### src/rtl/mrl_pkg.sv
package mrl_pkg;

    // Bucket fixed point: one token is 1 << FRAC_BITS
    localparam int FRAC_BITS = 8;
    // Timestamps wrap modulo 2^TIME_BITS (at most the 32-bit port width)
    localparam int TIME_BITS = 32;

    localparam int NOW_W   = 32;
    localparam int RATE_W  = 20;
    localparam int COUNT_W = 16;
    localparam int VERD_W  = 2;

    // Refill gain is elapsed * rate >> REFILL_SHIFT; elapsed >= 2^REFILL_SHIFT fills
    localparam int REFILL_SHIFT = 3;
    localparam int PROD_W       = RATE_W + REFILL_SHIFT;

    localparam logic [RATE_W-1:0] ONE_TOKEN    = RATE_W'(1) << FRAC_BITS;
    localparam logic [RATE_W-1:0] INIT_ALLOW_RST = RATE_W'(1280);

    // Queue depth for the command queue and the result queue
    localparam int QDEPTH = 2;
    localparam int QA_W   = (QDEPTH > 1) ? $clog2(QDEPTH) : 1;
    localparam int QCNT_W = $clog2(QDEPTH + 1);

    // Configuration port
    localparam int PADDR_W   = 4;
    localparam int PDATA_W   = 32;
    localparam int REG_IDX_W = 2;

    localparam logic [REG_IDX_W-1:0] REG_RATE   = 2'd0;
    localparam logic [REG_IDX_W-1:0] REG_THRESH = 2'd1;
    localparam logic [REG_IDX_W-1:0] REG_INIT   = 2'd2;
    localparam logic [REG_IDX_W-1:0] REG_START  = 2'd3;

    localparam logic [VERD_W-1:0] VERDICT_ALLOW = 2'd0;
    localparam logic [VERD_W-1:0] VERDICT_FLOOD = 2'd1;
    localparam logic [VERD_W-1:0] VERDICT_KICK  = 2'd2;

    typedef struct packed {
        logic [RATE_W-1:0]  rate_limit;
        logic [COUNT_W-1:0] kick_threshold;
        logic [RATE_W-1:0]  initial_allowance;
        logic [NOW_W-1:0]   start_seconds;
    } t_cfg;

    // Classified request handed from front to back
    typedef struct packed {
        logic                    first;
        logic                    fill;
        logic [REFILL_SHIFT-1:0] elapsed;
    } t_cmd;

    typedef struct packed {
        logic [VERD_W-1:0]  verdict;
        logic [COUNT_W-1:0] flood_count;
    } t_res;

endpackage

### src/rtl/message_rate_limiter_top.sv
// Token-bucket policer for message requests.
//
// Request channel (queue style): drive i_now_seconds and push; the request
// transaction is taken at a rising edge with push high and full low.
// Result channel (queue style): while empty is low, o_verdict and
// o_flood_count show the oldest result; pop with empty low takes it.
// One result per request, in request order.
// Verdict: 0 allowed, 1 flooding rejected, 2 kick.
//
// Requests enter the command queue; the bucket update (3-bit by 20-bit
// multiply, add, cap, compare) on its head is combinational, registered
// into the result queue. One request per cycle while results are popped.
// A two-entry command queue and a two-entry result queue sit between
// the parts, so a stalled receiver backs up into full only once both fill.
//
// Reset (synchronous, i_rst_n low): queues empty, bucket unprimed, config
// to defaults. The user writes configuration over the APB port (byte
// address 4*index) only while no transaction is in flight; not enforced.
module message_rate_limiter_top import mrl_pkg::*; (
    input  logic               i_clk,
    input  logic               i_rst_n,
    // request channel
    input  logic               push,
    output logic               full,
    input  logic [NOW_W-1:0]   i_now_seconds,
    // result channel
    output logic               empty,
    input  logic               pop,
    output logic [VERD_W-1:0]  o_verdict,
    output logic [COUNT_W-1:0] o_flood_count,
    // configuration
    input  logic               psel,
    input  logic               penable,
    input  logic               pwrite,
    input  logic [PADDR_W-1:0] paddr,
    input  logic [PDATA_W-1:0] pwdata,
    output logic [PDATA_W-1:0] prdata,
    output logic               pready
);

    t_cfg cfg;
    t_cmd cmd;
    logic cmd_valid;
    logic cmd_take;

    // register block
    mrl_regs u_regs (
        .i_clk   (i_clk),
        .i_rst_n (i_rst_n),
        .psel    (psel),
        .penable (penable),
        .pwrite  (pwrite),
        .paddr   (paddr),
        .pwdata  (pwdata),
        .prdata  (prdata),
        .pready  (pready),
        .o_cfg   (cfg)
    );

    // front: takes requests, tracks time, computes elapsed class
    mrl_front u_front (
        .i_clk         (i_clk),
        .i_rst_n       (i_rst_n),
        .push          (push),
        .full          (full),
        .i_now_seconds (i_now_seconds),
        .i_cfg         (cfg),
        .o_cmd_valid   (cmd_valid),
        .o_cmd         (cmd),
        .i_cmd_take    (cmd_take)
    );

    // back: bucket arithmetic, flood counter, result queue
    mrl_back u_back (
        .i_clk         (i_clk),
        .i_rst_n       (i_rst_n),
        .i_cfg         (cfg),
        .i_cmd_valid   (cmd_valid),
        .i_cmd         (cmd),
        .o_cmd_take    (cmd_take),
        .empty         (empty),
        .pop           (pop),
        .o_verdict     (o_verdict),
        .o_flood_count (o_flood_count)
    );

endmodule

### src/rtl/mrl_regs.sv
module mrl_regs import mrl_pkg::*; (
    input  logic               i_clk,
    input  logic               i_rst_n,
    input  logic               psel,
    input  logic               penable,
    input  logic               pwrite,
    input  logic [PADDR_W-1:0] paddr,
    input  logic [PDATA_W-1:0] pwdata,
    output logic [PDATA_W-1:0] prdata,
    output logic               pready,
    output t_cfg               o_cfg
);

    t_cfg                 r_cfg;
    logic [REG_IDX_W-1:0] idx;
    logic                 wr_en;

    assign idx    = paddr[REG_IDX_W+1:2];
    assign wr_en  = psel & penable & pwrite;
    assign pready = 1'b1;
    assign o_cfg  = r_cfg;

    always_ff @(posedge i_clk) begin
        if (!i_rst_n) begin
            r_cfg.rate_limit        <= '0;
            r_cfg.kick_threshold    <= '0;
            r_cfg.initial_allowance <= INIT_ALLOW_RST;
            r_cfg.start_seconds     <= '0;
        end else if (wr_en) begin
            unique case (idx)
                REG_RATE:   r_cfg.rate_limit        <= pwdata[RATE_W-1:0];
                REG_THRESH: r_cfg.kick_threshold    <= pwdata[COUNT_W-1:0];
                REG_INIT:   r_cfg.initial_allowance <= pwdata[RATE_W-1:0];
                REG_START:  r_cfg.start_seconds     <= pwdata[NOW_W-1:0];
                default: ;
            endcase
        end
    end

    always_comb begin
        unique case (idx)
            REG_RATE:   prdata = PDATA_W'(r_cfg.rate_limit);
            REG_THRESH: prdata = PDATA_W'(r_cfg.kick_threshold);
            REG_INIT:   prdata = PDATA_W'(r_cfg.initial_allowance);
            REG_START:  prdata = PDATA_W'(r_cfg.start_seconds);
            default:    prdata = '0;
        endcase
    end

endmodule

### src/rtl/mrl_front.sv
module mrl_front import mrl_pkg::*; (
    input  logic             i_clk,
    input  logic             i_rst_n,
    input  logic             push,
    output logic             full,
    input  logic [NOW_W-1:0] i_now_seconds,
    input  t_cfg             i_cfg,
    output logic             o_cmd_valid,
    output t_cmd             o_cmd,
    input  logic             i_cmd_take
);

    logic                 r_primed;
    logic [TIME_BITS-1:0] r_last;
    t_cmd                 r_q [QDEPTH];
    logic [QA_W-1:0]      r_wptr;
    logic [QA_W-1:0]      r_rptr;
    logic [QCNT_W-1:0]    r_cnt;
    logic [QCNT_W-1:0]    n_cnt;

    logic                 accept;
    logic                 take;
    logic [TIME_BITS-1:0] now_t;
    logic [TIME_BITS-1:0] prev;
    logic [TIME_BITS-1:0] elapsed;
    t_cmd                 cmd_in;

    assign full        = (r_cnt == QCNT_W'(QDEPTH));
    assign accept      = push & ~full;
    assign o_cmd_valid = (r_cnt != '0);
    assign take        = i_cmd_take & o_cmd_valid;
    assign o_cmd       = r_q[r_rptr];

    // first request measures from the configured start time
    assign now_t   = i_now_seconds[TIME_BITS-1:0];
    assign prev    = r_primed ? r_last : i_cfg.start_seconds[TIME_BITS-1:0];
    assign elapsed = now_t - prev;

    always_comb begin
        cmd_in.first   = ~r_primed;
        cmd_in.fill    = |elapsed[TIME_BITS-1:REFILL_SHIFT];
        cmd_in.elapsed = elapsed[REFILL_SHIFT-1:0];
    end

    always_comb begin
        n_cnt = r_cnt;
        if (accept && !take) begin
            n_cnt = r_cnt + 1'b1;
        end else if (!accept && take) begin
            n_cnt = r_cnt - 1'b1;
        end
    end

    always_ff @(posedge i_clk) begin
        if (!i_rst_n) begin
            r_primed <= 1'b0;
            r_last   <= '0;
            r_wptr   <= '0;
            r_rptr   <= '0;
            r_cnt    <= '0;
        end else begin
            r_cnt <= n_cnt;
            if (accept) begin
                r_primed <= 1'b1;
                r_last   <= now_t;
                r_wptr   <= (r_wptr == QA_W'(QDEPTH - 1)) ? '0 : r_wptr + 1'b1;
            end
            if (take) begin
                r_rptr <= (r_rptr == QA_W'(QDEPTH - 1)) ? '0 : r_rptr + 1'b1;
            end
        end
    end

    always_ff @(posedge i_clk) begin
        if (accept) begin
            r_q[r_wptr] <= cmd_in;
        end
    end

    a_cnt_bound: assert property (@(posedge i_clk) disable iff (!i_rst_n)
        r_cnt <= QCNT_W'(QDEPTH))
        else $error("command queue overfilled");

    a_primed: assert property (@(posedge i_clk) disable iff (!i_rst_n)
        accept |=> r_primed)
        else $error("primed not set after first transaction");

    a_last: assert property (@(posedge i_clk) disable iff (!i_rst_n)
        accept |=> (r_last == $past(now_t)))
        else $error("last timestamp not updated");

endmodule

### src/rtl/mrl_back.sv
module mrl_back import mrl_pkg::*; (
    input  logic               i_clk,
    input  logic               i_rst_n,
    input  t_cfg               i_cfg,
    input  logic               i_cmd_valid,
    input  t_cmd               i_cmd,
    output logic               o_cmd_take,
    output logic               empty,
    input  logic               pop,
    output logic [VERD_W-1:0]  o_verdict,
    output logic [COUNT_W-1:0] o_flood_count
);

    logic [RATE_W-1:0]  r_allowance;
    logic [COUNT_W-1:0] r_flood;
    t_res               r_q [QDEPTH];
    logic [QA_W-1:0]    r_wptr;
    logic [QA_W-1:0]    r_rptr;
    logic [QCNT_W-1:0]  r_cnt;
    logic [QCNT_W-1:0]  n_cnt;
    logic [RATE_W-1:0]  n_allowance;
    logic [COUNT_W-1:0] n_flood;

    logic               take;
    logic               deq;
    logic [RATE_W-1:0]  base;
    logic [PROD_W-1:0]  prod;
    logic [RATE_W-1:0]  gain;
    logic [RATE_W:0]    sum;
    logic [RATE_W-1:0]  bucket;
    t_res               res;

    assign deq        = pop & ~empty;
    assign empty      = (r_cnt == '0);
    assign o_cmd_take = i_cmd_valid & ((r_cnt != QCNT_W'(QDEPTH)) | deq);
    assign take       = o_cmd_take;

    assign o_verdict     = r_q[r_rptr].verdict;
    assign o_flood_count = r_q[r_rptr].flood_count;

    // bucket refill and spend
    assign base = i_cmd.first ? i_cfg.initial_allowance : r_allowance;
    assign prod = PROD_W'(i_cmd.elapsed) * PROD_W'(i_cfg.rate_limit);
    assign gain = prod[PROD_W-1:REFILL_SHIFT];
    assign sum  = {1'b0, base} + {1'b0, gain};

    always_comb begin
        if (i_cmd.fill || (sum > {1'b0, i_cfg.rate_limit})) begin
            bucket = i_cfg.rate_limit;
        end else begin
            bucket = sum[RATE_W-1:0];
        end
    end

    always_comb begin
        n_allowance = base;
        n_flood     = r_flood;
        res.verdict = VERDICT_ALLOW;
        if (i_cfg.rate_limit != '0) begin
            if (bucket < ONE_TOKEN) begin
                n_allowance = bucket;
                n_flood     = (r_flood == '1) ? r_flood : r_flood + 1'b1;
                res.verdict = (n_flood > i_cfg.kick_threshold) ? VERDICT_KICK
                                                               : VERDICT_FLOOD;
            end else begin
                n_allowance = bucket - ONE_TOKEN;
                n_flood     = '0;
            end
        end
        res.flood_count = n_flood;
    end

    always_comb begin
        n_cnt = r_cnt;
        if (take && !deq) begin
            n_cnt = r_cnt + 1'b1;
        end else if (!take && deq) begin
            n_cnt = r_cnt - 1'b1;
        end
    end

    always_ff @(posedge i_clk) begin
        if (!i_rst_n) begin
            r_allowance <= '0;
            r_flood     <= '0;
            r_wptr      <= '0;
            r_rptr      <= '0;
            r_cnt       <= '0;
        end else begin
            r_cnt <= n_cnt;
            if (take) begin
                r_allowance <= n_allowance;
                r_flood     <= n_flood;
                r_wptr      <= (r_wptr == QA_W'(QDEPTH - 1)) ? '0 : r_wptr + 1'b1;
            end
            if (deq) begin
                r_rptr <= (r_rptr == QA_W'(QDEPTH - 1)) ? '0 : r_rptr + 1'b1;
            end
        end
    end

    always_ff @(posedge i_clk) begin
        if (take) begin
            r_q[r_wptr] <= res;
        end
    end

    a_cnt_bound: assert property (@(posedge i_clk) disable iff (!i_rst_n)
        r_cnt <= QCNT_W'(QDEPTH))
        else $error("result queue overfilled");

    a_reject_counts: assert property (@(posedge i_clk) disable iff (!i_rst_n)
        (take && res.verdict != VERDICT_ALLOW) |=> (r_flood != '0))
        else $error("rejected transaction left flood counter at zero");

endmodule

### config.mk
export PLATFORM = sky130hd
export DESIGN_NAME = message_rate_limiter_top
export DESIGN_NICKNAME = d
export VERILOG_FILES = /design/src/rtl/mrl_pkg.sv /design/src/rtl/message_rate_limiter_top.sv /design/src/rtl/mrl_regs.sv /design/src/rtl/mrl_front.sv /design/src/rtl/mrl_back.sv
export SDC_FILE = /design/constraint.sdc
export NUM_CORES = 1
export LEC_CHECK = 0
export ABC_AREA = 1
export BUFFER_PORTS_ARGS = -buffer_cell sky130_fd_sc_hd__buf_2
export CAP_MARGIN = 0
export CELL_PAD_IN_SITES_DETAIL_PLACEMENT = 1
export CELL_PAD_IN_SITES_GLOBAL_PLACEMENT = 1
export CORE_ASPECT_RATIO = 0.5
export CORE_UTILIZATION = 28
export DETAILED_ROUTE_END_ITERATION = 6
export PLACE_DENSITY = 0.66
export SYNTH_ARGS = -nofsm -noshare
export SYNTH_HDL_FRONTEND = slang
export SYNTH_HIERARCHICAL = 1
export SYNTH_SLANG_ARGS = --single-unit
### constraint.sdc
create_clock -name i_clk -period 6.7 [get_ports i_clk]
set_input_delay 0.335 -clock i_clk [delete_from_list [all_inputs] [get_ports i_clk]]
set_output_delay 0.335 -clock i_clk [all_outputs]
set_load 0.02 [all_outputs]
==> flow_summary.toml <==
[floorplan]
die_h_um = 176.5
pin_count = 128
fp-row-count = 63
die_area_um2 = 61940
core-area_um2 = 59670
die_w_um = 351.0
initial_utilization = 0.2857

[sta]
slew_violations = 0
finalHoldViolations = 0
fin_crit_sh = 1.087
setup_slack_ns = -0.5851
fin_skew_ns = 0.03020
min_period_ns = 7.285
setup_viol = 70
fin_tns_setup_ns = -30.59
worst_pin_slew_ns = 1.091
rsz0062_at_grt = "yes"
relSlewSlack = 0.2682
fmax_ghz = 0.1373

[global_routing]
overflow = 0
antenna_found_initial = 0
grt_usage = 0.2030
grt_start_max_net_pins = 88
grt_pass1_vias = 18020
grt_pass1_wl_um = 99100

[placement]
post_dp_cell_area_um2 = 19540
dp_hpwl_um = 49860
dpl_worst_slack_ns = -0.7151
portBuffers = 124
gp_congestion = 0.8929

[cts]
clock_sinks = 213
clk_latency_ns = 0.57
clk_pin_slew_worst_paths_ns = 0.06
clock_path_buffers = 3
htreeDepth = 1
ctsRootBufferMaster = "clkbuf_16"
cts_tree = "yes"
cts_buffers = 25

[yosys]
synth_top_area_frac = 0.1961
synth_cell_types = 56
ys_seq_area_frac = 0.2771
synth_area_um2 = 17050
yosys_warnings = 6
synthCells = 2647
synthArstFlopShare = 0
ys_ff_latch = 213
syn_avg_cell_area_um2 = 6.441
synth_area_leaders = "dfxtp_1 20%, nand2_1 16%, ha_1 9.0%, inv_1 8.7%, edfxtp_1 8.1%"
synth_top_area_cell = "dfxtp_1"
synth_nets = 2865
ys.flop_type = "dfxtp_1"
synth_edf_count = 46

[worst_setup_path]
critPathMostFrequentCell = "nand2_2"
crit_required_ns = 7.15
worst-setup-path-type = "reg2reg"
arrival_ns = 7.73
critPathTopFamily = "simple AND/OR/NAND/NOR gates"
critPathCaptureType = "flop"
path_max_fanout = 8
critPathLaunchType = "flop"
critPathMaxStageDelay_ns = 0.52
slowest_stage = "fa_1"
path_buf_inv = 8

[power]
ir_drop_v = 0.0001674
pwr-share-seq = 0.309
p_clk_frac = 0.254
p_leak_nw = 10.59
swShare = 0.4124
combPwrFrac = 0.437
powerDensity_nw_per_um2 = 265.4
p_int_w = 0.003275
switching_power_w = 0.002299

[route]
ant_nets = 0
routed_wl_um = 63980
drt_iter0_markers = 864
firstDrtPassIters = 5
drc_errors = 0
vias = 17740
wl_per_cell_um = 17.14
viasPerCell = 4.752

[final_layout]
area_growth_pct = 23.17
antenna_cells = 0
final_net_count = 3119
seqCellArea_um2 = 4730
final_area_um2 = 21000
final_layout_size_suffix_gt1_frac = 0.1801
fillers = 7710
multi_input_area_um2 = 10780

[flow_run]
maxCapViolCount = 0

[run_status]
outcome = "finished, violations left"
violations = "setup timing"

[worst_hold_path]
hold_class = "in2reg"
[power groups by stage]
stage / sequential [W] / combinational (W) / clock (W)
after detailed placement: 0.00175 / 0.00228 / 0
after floorplan: 0.00168 / 0.00154 / 0
after global routing: 0.00175 / 0.00269 / 0.00150
after CTS: 0.00172 / 0.00237 / 0.00145
final: 0.00172 / 0.00244 / 0.00142
after global placement: 0.00174 / 0.00222 / 0
[path summary, 6_finish.rpt]
kind                  from            endpoint  slack [ns]  cells past startpoint
max reg2reg           flop  u_back/r_flood[15]       -0.59                     49
min reg2reg  u_back/r_rptr       u_back/r_rptr        0.46                      1
min             pwdata[10]    u_regs/o_cfg[42]        0.05                      3
max                   flop  u_back/r_flood[15]       -0.59                     49
[cells in the mapped netlist, types with 26 or more instances]
cell and count:
a21oi_1 135, mux2i_1 30, edfxtp_1 46, clkbuf_1 41, buf_2 26, xor2_1 32
nand2_1 735, o21ai_0 107, inv_1 393, nand4_1 43, nand3_1 182, ha_1 122
dfxtp_1 167, nor2_1 363
[placed cells by master, fill, tap and decap left out, drive strengths merged, types with 32 or more instances in the layout]
cell    netlist  final
nand2       758    760
inv         401    403
nor2        378    378
buf          47    311
nand3       186    186
dfxtp       167    167
a21oi       141    141
o21ai       125    125
ha          122    122
edfxtp       46     46
nand4        43     43
clkbuf       41     38
xor2         32     32
[cell type report]
cell class / count / share of cell area
Multi-Input combinational cell: 1944 / 0.5132
Sequential cell: 213 / 0.2252
Timing Repair Buffer: 313 / 0.1009
Inverter: 404 / 0.07257
Tap cell: 812 / 0.04838
Clock buffer: 37 / 0.03533
Clock inverter: 9 / 0.004349
[per-stage QoR]
| step | hold WS [ns] | instances | util | power [W] |
|---|---|---|---|---|
| 2_1_floorplan | 0.4255 | 2647 | - | 0.003223 |
| 3_3_place_gp | 0.4349 | 3656 | 0.3274 | 0.003959 |
| 3_5_place_dp | 0.4483 | 3656 | 0.3274 | 0.004027 |
| 4_1_cts | 0.02133 | 3722 | 0.3475 | 0.005541 |
| 5_1_grt | 0.04251 | 3732 | 0.3519 | 0.005935 |
| 6_report | 0.04752 | 3732 | 0.3519 | 0.005574 |
[state kept, by name, summed over array words and instances, names as in the netlist, named ones only]
register,cells
u_front/r_last,32
u_back/r_flood,16
u_back/r_wptr,1
u_back/r_cnt,2
u_back/r_rptr,1
u_back/r_q,36
u_front/r_wptr,1
u_front/r_rptr,1
u_back/r_allowance,20
u_front/r_q,10
u_front/r_primed,1
u_regs/o_cfg,88
u_front/r_cnt,2
[what timing repair did]
item | CTS | global route
endpoints found under the hold margin | 1 | 0
hold buffers | 1 | 0
endpoints found under the setup margin | 72 | 72
pin swaps | 42 | 42
setup buffers | 18 | 9
gates resized for setup | 70 | 47
cloned | 2 | 1
[worst min-delay path, cell delays in order]
cell	delay, ns
buf_2	0.10
nand2_1	0.05
nand3_1	0.07
[layer usage]
| metal | part of all wire | vias to the layer above | track usage | wire (um) |
|---|---|---|---|---|
| li1 | - | 8873 | - | - |
| met1 | 0.47 | 8515 | 0.2667 | 29850 |
| met2 | 0.47 | 249 | 0.3489 | 30150 |
| met3 | 0.033 | 99 | 0.02181 | 2109 |
| met4 | 0.029 | 0 | 0.06095 | 1863 |
| met5 | 0 | - | 0 | 0 |
[kinds of logic after synthesis]
| group | after synthesis | share of synthesized area |
|---|---|---|
| AND/OR/NAND/NOR | 1405 | 0.3442 |
| buffers and inverters | 492 | 0.1143 |
| AO/OA/AOI/OAI | 292 | 0.09246 |
| flip-flops | 213 | 0.2771 |
| adder cells (fa/ha/maj) | 143 | 0.1142 |
| multiplexers | 53 | 0.03280 |
| XOR/XNOR | 48 | 0.02466 |
| other | 1 | 0.0002199 |
Power figures use the tool's default switching activity.
